`src/hdl/rar_pkg.sv`:
```
`timescale 1ns / 1ps
// shared types, codes and constants of the rice-pile avalanche block
// no dependencies

package rar_pkg;

    typedef struct packed {
        logic [1:0] opcode;
        logic [5:0] site_index;
    } t_in_req;

    typedef struct packed {
        logic [9:0]  pile_height;
        logic [23:0] avalanche_size;
        logic [31:0] crossover_drive;
        logic        crossover_seen;
        logic [2:0]  slope_value;
    } t_out_req;

    localparam logic [1:0] OP_DRIVE = 2'd0;
    localparam logic [1:0] OP_READ  = 2'd1;
    localparam logic [1:0] OP_INIT  = 2'd2;

    localparam logic [1:0] REG_ACTIVE_SITES = 2'd0;
    localparam logic [1:0] REG_THRESH_PROB  = 2'd1;
    localparam logic [1:0] REG_SEED         = 2'd2;

    localparam int ADDR_W = 4;

    localparam int          LIST_AW    = 7;
    localparam logic [7:0]  LIST_DEPTH = 8'd128;
    localparam logic [9:0]  HEIGHT_MAX = 10'd1023;
    localparam logic [23:0] AVAL_MAX   = 24'hFFFFFF;
    localparam logic [2:0]  SLOPE_MAX  = 3'd7;
    localparam logic [16:0] PROB_MAX   = 17'd65536;

    typedef enum logic [3:0] {
        ST_IDLE,
        ST_INIT,
        ST_READ,
        ST_D_WR,
        ST_GEN,
        ST_L_RD,
        ST_P_RD,
        ST_P_WR,
        ST_N_RD,
        ST_N_WR,
        ST_DRV_END,
        ST_DONE
    } t_state;

    function automatic logic [31:0] xorshift32(input logic [31:0] x);
        logic [31:0] y;
        y = x ^ (x << 13);
        y = y ^ (y >> 17);
        y = y ^ (y << 5);
        return y;
    endfunction

endpackage

```
`src/hdl/ricepile_avalanche_relax.sv`:
```
`timescale 1ns / 1ps
// rice-pile avalanche relaxation block: site store, generation lists and sequencer
// depends on rar_pkg
//
// usage
//   input channel (i_in_valid / o_in_stall / i_in_data) takes one request:
//   drive a grain at site 0 and relax, read one slope, or initialise the pile.
//   every request gives one result on o_out_valid / i_out_stall / o_out_data.
//   a single read/modify/write sequencer over the site memory does all work,
//   one memory access per cycle, so one request is in flight at a time.
//   a read passes the READ state; an init writes each active site in turn;
//   a drive writes site 0, then per generation swaps lists and, per listed site,
//   reads list and site, then writes a toppled site and each of its neighbors.
//   the result sits in an output register; while the receiver stalls it holds
//   and the next request is already accepted and worked on.
//   the user writes configuration over the apb port only while the block is idle;
//   the block does not enforce it. reset clears all slopes, counters and the
//   generator (state one); thresholds are undefined until the first init request.

module ricepile_avalanche_relax #(
    parameter int MAX_SITES = 64
) (
    input  logic                          i_clk,
    input  logic                          i_rst_n,
    input  logic                          i_in_valid,
    output logic                          o_in_stall,
    input  rar_pkg::t_in_req              i_in_data,
    output logic                          o_out_valid,
    input  logic                          i_out_stall,
    output rar_pkg::t_out_req             o_out_data,
    input  logic                          psel,
    input  logic                          penable,
    input  logic                          pwrite,
    input  logic [rar_pkg::ADDR_W-1:0]    paddr,
    input  logic [31:0]                   pwdata,
    output logic [31:0]                   prdata,
    output logic                          pready
);
    import rar_pkg::*;

    localparam int SW  = $clog2(MAX_SITES);
    localparam int CW0 = $clog2(MAX_SITES + 1);
    localparam int LW  = (CW0 > 7) ? CW0 : 7;
    localparam logic [LW-1:0] MAX_LEN = LW'(MAX_SITES);
    localparam logic [LW-1:0] MIN_LEN = LW'(2);

    // configuration
    logic [6:0]  r_active_sites;
    logic [16:0] r_prob;
    logic [31:0] r_seed;
    logic [1:0]  w_cfg_idx;
    logic        w_cfg_wr;

    assign pready    = 1'b1;
    assign w_cfg_idx = paddr[3:2];
    assign w_cfg_wr  = psel & penable & pwrite;

    always_ff @(posedge i_clk) begin
        if (!i_rst_n) begin
            r_active_sites <= 7'd64;
            r_prob         <= 17'd32768;
            r_seed         <= 32'd1;
        end else if (w_cfg_wr) begin
            unique case (w_cfg_idx)
                REG_ACTIVE_SITES: r_active_sites <= pwdata[6:0];
                REG_THRESH_PROB:  r_prob         <= pwdata[16:0];
                REG_SEED:         r_seed         <= pwdata;
                default: ;
            endcase
        end
    end

    always_comb begin
        unique case (w_cfg_idx)
            REG_ACTIVE_SITES: prdata = {25'd0, r_active_sites};
            REG_THRESH_PROB:  prdata = {15'd0, r_prob};
            REG_SEED:         prdata = r_seed;
            default:          prdata = 32'd0;
        endcase
    end

    // state
    t_state          r_state, n_state;
    logic            r_bank, n_bank;
    logic [SW-1:0]   r_p, n_p;
    logic [SW-1:0]   r_nb, n_nb;
    logic            r_two, n_two;
    logic [7:0]      r_i, n_i;
    logic [7:0]      r_cur_cnt, n_cur_cnt;
    logic [7:0]      r_nxt_cnt, n_nxt_cnt;
    logic [SW-1:0]   r_idx, n_idx;
    logic [9:0]      r_height, n_height;
    logic [31:0]     r_drive, n_drive;
    logic [31:0]     r_cross, n_cross;
    logic            r_flag, n_flag;
    logic [23:0]     r_aval, n_aval;
    logic [31:0]     r_rng, n_rng;
    logic [2:0]      r_slope_out, n_slope_out;
    logic            r_out_valid, n_out_valid;
    t_out_req        r_out_data, n_out_data;

    // memories
    logic [3:0]           mem_site [MAX_SITES];
    logic [MAX_SITES-1:0] r_valid;
    logic [3:0]           r_mem_rd;
    logic                 r_mem_rvalid;
    logic [SW-1:0]        list0 [128];
    logic [SW-1:0]        list1 [128];
    logic [SW-1:0]        r_l0_rd, r_l1_rd;

    logic                 w_mem_we;
    logic [SW-1:0]        w_mem_waddr, w_mem_raddr;
    logic [3:0]           w_mem_wdata;
    logic                 w_clr_valid;
    logic                 w_list_we;
    logic [LIST_AW-1:0]   w_list_waddr, w_list_raddr;
    logic [SW-1:0]        w_list_wdata;

    always_ff @(posedge i_clk) begin
        if (w_mem_we) begin
            mem_site[w_mem_waddr] <= w_mem_wdata;
        end
        r_mem_rd     <= mem_site[w_mem_raddr];
        r_mem_rvalid <= r_valid[w_mem_raddr];
    end

    always_ff @(posedge i_clk) begin
        if (!i_rst_n) begin
            r_valid <= '0;
        end else if (w_clr_valid) begin
            r_valid <= '0;
        end else if (w_mem_we) begin
            r_valid[w_mem_waddr] <= 1'b1;
        end
    end

    always_ff @(posedge i_clk) begin
        if (w_list_we && r_bank) begin
            list0[w_list_waddr] <= w_list_wdata;
        end
        if (w_list_we && !r_bank) begin
            list1[w_list_waddr] <= w_list_wdata;
        end
        r_l0_rd <= list0[w_list_raddr];
        r_l1_rd <= list1[w_list_raddr];
    end

    // derived values
    logic [LW-1:0] w_act, w_len, w_last;
    logic [16:0]   w_prob;
    logic [31:0]   w_rng_next;
    logic          w_draw;
    logic [2:0]    w_rslope;
    logic          w_rthr;
    logic [3:0]    w_thr_val;
    logic [2:0]    w_inc;
    logic [SW-1:0] w_lp;
    logic          w_p_last;
    logic [2:0]    w_new_s;
    logic [LW-1:0] w_site_ext;

    assign w_act      = LW'(r_active_sites);
    assign w_len      = (w_act < MIN_LEN) ? MIN_LEN : ((w_act > MAX_LEN) ? MAX_LEN : w_act);
    assign w_last     = w_len - LW'(1);
    assign w_prob     = (r_prob > PROB_MAX) ? PROB_MAX : r_prob;
    assign w_rng_next = xorshift32(r_rng);
    assign w_draw     = ({1'b0, w_rng_next[31:16]} < w_prob) ? 1'b0 : 1'b1;
    assign w_rslope   = r_mem_rvalid ? r_mem_rd[2:0] : 3'd0;
    assign w_rthr     = r_mem_rd[3];
    assign w_thr_val  = {3'd0, w_rthr} + 4'd1;
    assign w_inc      = (w_rslope == SLOPE_MAX) ? SLOPE_MAX : w_rslope + 3'd1;
    assign w_lp       = r_bank ? r_l1_rd : r_l0_rd;
    assign w_p_last   = (LW'(r_p) == w_last);
    assign w_new_s    = w_p_last ? (w_rslope - 3'd1) : (w_rslope - 3'd2);
    assign w_site_ext = LW'(i_in_data.site_index);

    assign o_in_stall  = (r_state != ST_IDLE);
    assign o_out_valid = r_out_valid;
    assign o_out_data  = r_out_data;

    always_ff @(posedge i_clk) begin
        if (!i_rst_n) begin
            r_state     <= ST_IDLE;
            r_bank      <= 1'b0;
            r_i         <= 8'd0;
            r_cur_cnt   <= 8'd0;
            r_nxt_cnt   <= 8'd0;
            r_height    <= 10'd0;
            r_drive     <= 32'd0;
            r_cross     <= 32'd0;
            r_flag      <= 1'b0;
            r_aval      <= 24'd0;
            r_rng       <= 32'd1;
            r_slope_out <= 3'd0;
            r_out_valid <= 1'b0;
        end else begin
            r_state     <= n_state;
            r_bank      <= n_bank;
            r_i         <= n_i;
            r_cur_cnt   <= n_cur_cnt;
            r_nxt_cnt   <= n_nxt_cnt;
            r_height    <= n_height;
            r_drive     <= n_drive;
            r_cross     <= n_cross;
            r_flag      <= n_flag;
            r_aval      <= n_aval;
            r_rng       <= n_rng;
            r_slope_out <= n_slope_out;
            r_out_valid <= n_out_valid;
        end
        r_p        <= n_p;
        r_nb       <= n_nb;
        r_two      <= n_two;
        r_idx      <= n_idx;
        r_out_data <= n_out_data;
    end

    always_comb begin
        n_state      = r_state;
        n_bank       = r_bank;
        n_p          = r_p;
        n_nb         = r_nb;
        n_two        = r_two;
        n_i          = r_i;
        n_cur_cnt    = r_cur_cnt;
        n_nxt_cnt    = r_nxt_cnt;
        n_idx        = r_idx;
        n_height     = r_height;
        n_drive      = r_drive;
        n_cross      = r_cross;
        n_flag       = r_flag;
        n_aval       = r_aval;
        n_rng        = r_rng;
        n_slope_out  = r_slope_out;
        n_out_valid  = r_out_valid;
        n_out_data   = r_out_data;
        w_mem_we     = 1'b0;
        w_mem_waddr  = '0;
        w_mem_wdata  = 4'd0;
        w_mem_raddr  = '0;
        w_clr_valid  = 1'b0;
        w_list_we    = 1'b0;
        w_list_waddr = r_nxt_cnt[LIST_AW-1:0];
        w_list_wdata = '0;
        w_list_raddr = r_i[LIST_AW-1:0];

        if (r_out_valid && !i_out_stall) begin
            n_out_valid = 1'b0;
        end

        unique case (r_state)
            ST_IDLE: begin
                n_nxt_cnt = 8'd0;
                if (i_in_valid) begin
                    n_slope_out = 3'd0;
                    priority if (i_in_data.opcode == OP_DRIVE) begin
                        w_mem_raddr = '0;
                        n_state     = ST_D_WR;
                    end else if (i_in_data.opcode == OP_READ) begin
                        if (w_site_ext < w_len) begin
                            w_mem_raddr = w_site_ext[SW-1:0];
                            n_state     = ST_READ;
                        end else begin
                            n_state = ST_DONE;
                        end
                    end else if (i_in_data.opcode == OP_INIT) begin
                        w_clr_valid = 1'b1;
                        n_height    = 10'd0;
                        n_drive     = 32'd0;
                        n_cross     = 32'd0;
                        n_flag      = 1'b0;
                        n_aval      = 24'd0;
                        n_rng       = (r_seed == 32'd0) ? 32'd1 : r_seed;
                        n_idx       = '0;
                        n_state     = ST_INIT;
                    end else begin
                        n_state = ST_DONE;
                    end
                end
            end
            ST_INIT: begin
                n_rng       = w_rng_next;
                w_mem_we    = 1'b1;
                w_mem_waddr = r_idx;
                w_mem_wdata = {w_draw, 3'd0};
                n_idx       = r_idx + SW'(1);
                if (LW'(r_idx) == w_last) begin
                    n_state = ST_DONE;
                end
            end
            ST_READ: begin
                n_slope_out = w_rslope;
                n_state     = ST_DONE;
            end
            ST_D_WR: begin
                w_mem_we    = 1'b1;
                w_mem_waddr = '0;
                w_mem_wdata = {w_rthr, w_inc};
                n_height    = (r_height == HEIGHT_MAX) ? HEIGHT_MAX : r_height + 10'd1;
                n_aval      = 24'd0;
                if ({1'b0, w_inc} > w_thr_val) begin
                    w_list_we    = 1'b1;
                    w_list_wdata = '0;
                    n_nxt_cnt    = r_nxt_cnt + 8'd1;
                    n_state      = ST_GEN;
                end else begin
                    n_state = ST_DRV_END;
                end
            end
            ST_GEN: begin
                n_bank    = ~r_bank;
                n_cur_cnt = r_nxt_cnt;
                n_nxt_cnt = 8'd0;
                n_i       = 8'd0;
                n_state   = (r_nxt_cnt == 8'd0) ? ST_DRV_END : ST_L_RD;
            end
            ST_L_RD: begin
                n_state = ST_P_RD;
            end
            ST_P_RD: begin
                if (LW'(w_lp) >= w_len) begin
                    n_i     = r_i + 8'd1;
                    n_state = (r_i + 8'd1 == r_cur_cnt) ? ST_GEN : ST_L_RD;
                end else begin
                    w_mem_raddr = w_lp;
                    n_p         = w_lp;
                    n_state     = ST_P_WR;
                end
            end
            ST_P_WR: begin
                if ({1'b0, w_rslope} <= w_thr_val) begin
                    n_i     = r_i + 8'd1;
                    n_state = (r_i + 8'd1 == r_cur_cnt) ? ST_GEN : ST_L_RD;
                end else begin
                    n_aval      = (r_aval == AVAL_MAX) ? AVAL_MAX : r_aval + 24'd1;
                    n_rng       = w_rng_next;
                    w_mem_we    = 1'b1;
                    w_mem_waddr = r_p;
                    w_mem_wdata = {w_draw, w_new_s};
                    if (({1'b0, w_new_s} == {3'd0, w_draw} + 4'd2) && (r_nxt_cnt < LIST_DEPTH)) begin
                        w_list_we    = 1'b1;
                        w_list_wdata = r_p;
                        n_nxt_cnt    = r_nxt_cnt + 8'd1;
                    end
                    if (r_p == '0) begin
                        if (r_height != 10'd0) begin
                            n_height = r_height - 10'd1;
                        end
                        n_nb  = SW'(1);
                        n_two = 1'b0;
                    end else if (w_p_last) begin
                        if (!r_flag) begin
                            n_cross = r_drive;
                            n_flag  = 1'b1;
                        end
                        n_nb  = r_p - SW'(1);
                        n_two = 1'b0;
                    end else begin
                        n_nb  = r_p - SW'(1);
                        n_two = 1'b1;
                    end
                    n_state = ST_N_RD;
                end
            end
            ST_N_RD: begin
                w_mem_raddr = r_nb;
                n_state     = ST_N_WR;
            end
            ST_N_WR: begin
                w_mem_we    = 1'b1;
                w_mem_waddr = r_nb;
                w_mem_wdata = {w_rthr, w_inc};
                if (({1'b0, w_inc} == w_thr_val + 4'd1) && (r_nxt_cnt < LIST_DEPTH)) begin
                    w_list_we    = 1'b1;
                    w_list_wdata = r_nb;
                    n_nxt_cnt    = r_nxt_cnt + 8'd1;
                end
                if (r_two) begin
                    n_nb    = r_p + SW'(1);
                    n_two   = 1'b0;
                    n_state = ST_N_RD;
                end else begin
                    n_i     = r_i + 8'd1;
                    n_state = (r_i + 8'd1 == r_cur_cnt) ? ST_GEN : ST_L_RD;
                end
            end
            ST_DRV_END: begin
                n_drive = r_drive + 32'd1;
                n_state = ST_DONE;
            end
            ST_DONE: begin
                if (!r_out_valid || !i_out_stall) begin
                    n_out_valid                = 1'b1;
                    n_out_data.pile_height     = r_height;
                    n_out_data.avalanche_size  = r_aval;
                    n_out_data.crossover_drive = r_cross;
                    n_out_data.crossover_seen  = r_flag;
                    n_out_data.slope_value     = r_slope_out;
                    n_state                    = ST_IDLE;
                end
            end
            default: begin
                n_state = ST_IDLE;
            end
        endcase
    end

endmodule

```
`config.mk`:
```
export PLATFORM = sky130hd
export DESIGN_NAME = ricepile_avalanche_relax
export DESIGN_NICKNAME = d
export VERILOG_FILES = /design/src/hdl/rar_pkg.sv /design/src/hdl/ricepile_avalanche_relax.sv
export SDC_FILE = /design/constraint.sdc
export NUM_CORES = 2
export LEC_CHECK = 0
export ABC_AREA = 1
export BUFFER_PORTS_ARGS = -buffer_cell sky130_fd_sc_hd__buf_2
export CAP_MARGIN = 20
export CORE_ASPECT_RATIO = 1.5
export CORE_MARGIN = 8
export CORE_UTILIZATION = 55
export DETAILED_ROUTE_END_ITERATION = 8
export HOLD_SLACK_MARGIN = 0.1
export PLACE_DENSITY_LB_ADDON = 0.05
export SYNTH_ARGS = -nofsm -noshare
export SYNTH_HDL_FRONTEND = slang
export SYNTH_SLANG_ARGS = --single-unit
```
`constraint.sdc`:
```
create_clock -name i_clk -period 14.65 [get_ports i_clk]
set_clock_uncertainty 0.05 [all_clocks]
set_input_delay 0.7325 -clock i_clk [delete_from_list [all_inputs] [get_ports i_clk]]
set_output_delay 0.7325 -clock i_clk [all_outputs]
set_load 0.05 [all_outputs]
```
==> flow_summary.ini <==
[status]
outcome = completed

[yosys]
synth_commonest_cells = 1881 x sky130_fd_sc_hd__edfxtp_1, 1646 x sky130_fd_sc_hd__nor2_1, 1155 x sky130_fd_sc_hd__o21ai_0
synth_area_per_cell_um2 = 10.96
synth.net_count = 8478
synth-seq-cells = 2182
syn-instance-count = 8382
postSynth.asyncResetShare_pct = 0
synthesis.yosys.warnings = 0
synth_top_cells_by_area = sky130_fd_sc_hd__edfxtp_1 61%, sky130_fd_sc_hd__nor2_1 6.7%, sky130_fd_sc_hd__dfxtp_1 6.6%, sky130_fd_sc_hd__o21ai_0 6.3%, sky130_fd_sc_hd__nand2_1 3.0%
yosys.cell_count.top_type = sky130_fd_sc_hd__edfxtp_1
synth-edff-count = 1881
synth.cell_area_um2 = 91850
synth.lib_cells_used.distinct = 56
synth.largest_area_cell = sky130_fd_sc_hd__edfxtp_1
prevailing_post_synth_register_cell = sky130_fd_sc_hd__edfxtp_1
synth.yosys.seq_area_share_pct = 68.06
post-synth-top-area-fraction_pct = 61.50

[global_routing]
grt_pass1_wl_um = 366800
grt_max_degree = 209
global_route.usage.met3_pct = 3.256
groute.layer.met1.usage_pct = 32.50
groute.layer.met2.usage_pct = 46.15
globalRoute.totalOverflow = 0
grt_antenna_before_repair = 2
busiest_layer = met2
grt_pass1_vias = 60738
grtUsageTotal_pct = 26.33

[sta]
grt_setup_unrepaired = false
worst_slack_ns = 7.524
fin_crit_ns = 7.126
final_sum_of_negative_setup_slack_ns = 0
maxSlewHeadroom_pct = 21.18
report.final.slew_viol_count = 0
timing.fmax_mhz = 140.3
worst-slew-pin-transition_ns = 1.167
finalHoldViolations = 0
timing.final.setup_violations = 0
share_of_the_clock_period_used_by_the_worst_path_after_layout_pct = 48.64

[worst_setup_path]
worst-endpoint-required_ns = 15.08
worst_path_largest_cell_delay_ns = 0.83
critPathMaxFanout = 89
timing.setup.critical_path_class = reg2reg
worstSetupStartpoint = r_prob[14]
cp_data_arrival_time_ns = 7.55
worst_setup_path_start_kind = flip-flop
critical_path.slowest_cell = sky130_fd_sc_hd__buf_4
timing.critical_path.to_type = flip-flop
reg2reg_from = r_prob[14]
worstPathCellList = inv_1 -> nand4_1 -> nor4_1 -> nand4_1 -> nand2_1 -> nand2_1 -> ha_1 -> nand2_1 -> inv_1 -> o21ai_0 -> a21oi_1 -> a211oi_1 -> nand3_1 -> nand3_1 -> nand3_2 -> nor2_4 -> nand3_1 -> o21ai_4 -> buf_4 -> buf_4 -> buf_4

[route]
detailroute.via_count = 63363
final_antenna_violating_net_count = 0
dr.pass1.iters = 5
route.final.wire_length_um = 244500
drc_errors = 0
number_of_violations_reported_at_the_end_of_detailed_routing_iteration_0 = 5430
routed_wl_per_cell_um = 22.83
routed_via_density = 5.917

[pwr]
cellLeakagePower_nw = 31.21
cellPowerDensity_nw_per_um2 = 165.4
net-switching-power_mw = 5.604
netSwitchingFraction_pct = 33.50
pwr-share-clk_pct = 31.9
seq_power_share_pct = 42.3
internal-power_mw = 11.12
maximum_vdd_drop_mv = 0.1581
combinationalPowerShare_pct = 25.8

[floorplanning]
coreArea_um2 = 165800
floorplan.initialDensity_pct = 55.40
floorplan.rows = 183
design.portCount = 156
die_footprint_um2 = 180600
die_height_um = 516.5
floorplan.die.width_um = 349.7

[placement]
placement.cell_area_um2 = 94290
hpwlAfterDp_um = 147700
preCtsSetupSlack_ns = 7.633
count_of_port_buffers_added_during_placement = 152
gp_congestion = 0.8944

[cts]
cts_hold_buffers = 14
cts_tree = yes
clk_pin_slew_worst_paths_ns = 0.06
post_cts.resized_instances = 0
clock_tree.buffer_depth = 3
clock_insertion_delay_worst_skew_ns = 0.84
cts_setup_buffers = 0
tritoncts.num_buffers = 198
cts.htree.levels = 4
cts.sinks = 2182
cts_root_buf = sky130_fd_sc_hd__clkbuf_16

[layout]
stdcell_area_um2 = 101100
finish.net_count = 8410
area.growth.synth_to_final_pct = 10.12
share_of_final_layout_standard_cells_stronger_than_drive_strength_1_pct = 7.623
finish.utilization_pct = 61.01

[flow_run]
maxCapViolations = 0

[min_path]
hold_path_class = in2reg
hold_path_startpoint = pwdata[17]
through the flow:
step	std cells	hold slack (ns)	power (mW)
after floorplan	8382	0.3582	9.972
after global placement	10316	0.3676	11.45
after detailed placement	10318	0.3651	11.49
after CTS	10705	0.1018	16.79
after global routing	10708	0.1407	17.41
final	10709	0.1598	16.73
routing by layer:
metal  up-vias  part of all wire (%)
li1      29741                     -
met1     30818                    39
met2      2273                    50
met3       529                   5.9
met4         2                   4.9
met5         -                0.0053
sequential cells by signal (all words and copies together) (netlist names), 3 cells and up:
signal and flops:
list0 768, list1 768, mem_site 256, o_out_data 70, r_active_sites 7, r_aval 24
r_cross 32, r_cur_cnt 8, r_drive 32, r_height 10, r_i 8, r_idx 6
r_l0_rd 6, r_l1_rd 6, r_mem_rd 4, r_nb 6, r_nxt_cnt 8, r_p 6
r_prob 17, r_rng 32, r_seed 32, r_slope_out 3, r_state 4, r_valid 64
final cells by class:
| cell class | instances | area (um2) |
|---|---|---|
| clock buffers | 252 | 5449 |
| repair buffers | 270 | 1789 |
| multi-input cells | 5141 | 25370 |
| clock inverters | 121 | 1244 |
| fillers | 13672 | 64630 |
| inverters | 521 | 1976 |
| flip-flops and latches | 2182 | 62530 |
| well taps | 2220 | 2778 |
| diodes | 2 | 5.005 |
cell usage in the layout, fill, tap and decap left out, types with 91 or more instances in the layout:
| master | instances |
|---|---|
| sky130_fd_sc_hd__edfxtp_1 | 1881 |
| sky130_fd_sc_hd__nor2_1 | 1641 |
| sky130_fd_sc_hd__o21ai_0 | 1146 |
| sky130_fd_sc_hd__nand2_1 | 724 |
| sky130_fd_sc_hd__inv_1 | 492 |
| sky130_fd_sc_hd__o22ai_1 | 406 |
| sky130_fd_sc_hd__nand3_1 | 320 |
| sky130_fd_sc_hd__dfxtp_1 | 296 |
| sky130_fd_sc_hd__a21oi_1 | 211 |
| sky130_fd_sc_hd__clkbuf_16 | 207 |
| sky130_fd_sc_hd__buf_2 | 153 |
| sky130_fd_sc_hd__nand4_1 | 133 |
| sky130_fd_sc_hd__buf_4 | 91 |
power by group through the flow:
stage / combinational, mW / clock [mW] / sequential, mW
global placement: 4.24 / 0 / 7.21
CTS: 4.30 / 5.41 / 7.08
floorplan: 2.78 / 0 / 7.19
global route: 4.68 / 5.63 / 7.10
detailed placement: 4.28 / 0 / 7.21
finish: 4.31 / 5.33 / 7.08
final timing paths:
path | endpoint | slack, ns | cells after the start
setup / recovery | list1[87][1] | 7.52 | 21
hold / removal | r_seed[17] | 0.16 | 3
setup reg to reg | list1[87][1] | 7.52 | 21
hold reg to reg | o_out_data[13] | 0.38 | 0
logic make-up after synthesis:
family | Yosys count | share of synthesized area, %
adder cells (fa/ha/maj) | 45 | 0.6130
flip-flops | 2182 | 68.06
AND/OR/NAND/NOR | 2980 | 13.46
buffers and inverters | 1059 | 4.591
XOR/XNOR | 106 | 1.011
AO/OA/AOI/OAI | 2009 | 12.26
other | 1 | 0.004083
worst max-delay path, delay by kind of cell, from the launching register on:
family          cells  cell delay [ns]
compound gates      4             0.78
fa+ha+maj           1             0.33
buf+inv             5             2.52
flops               1             0.32
simple gates       11             2.49
No activity file was read; power rests on OpenSTA's default activity.
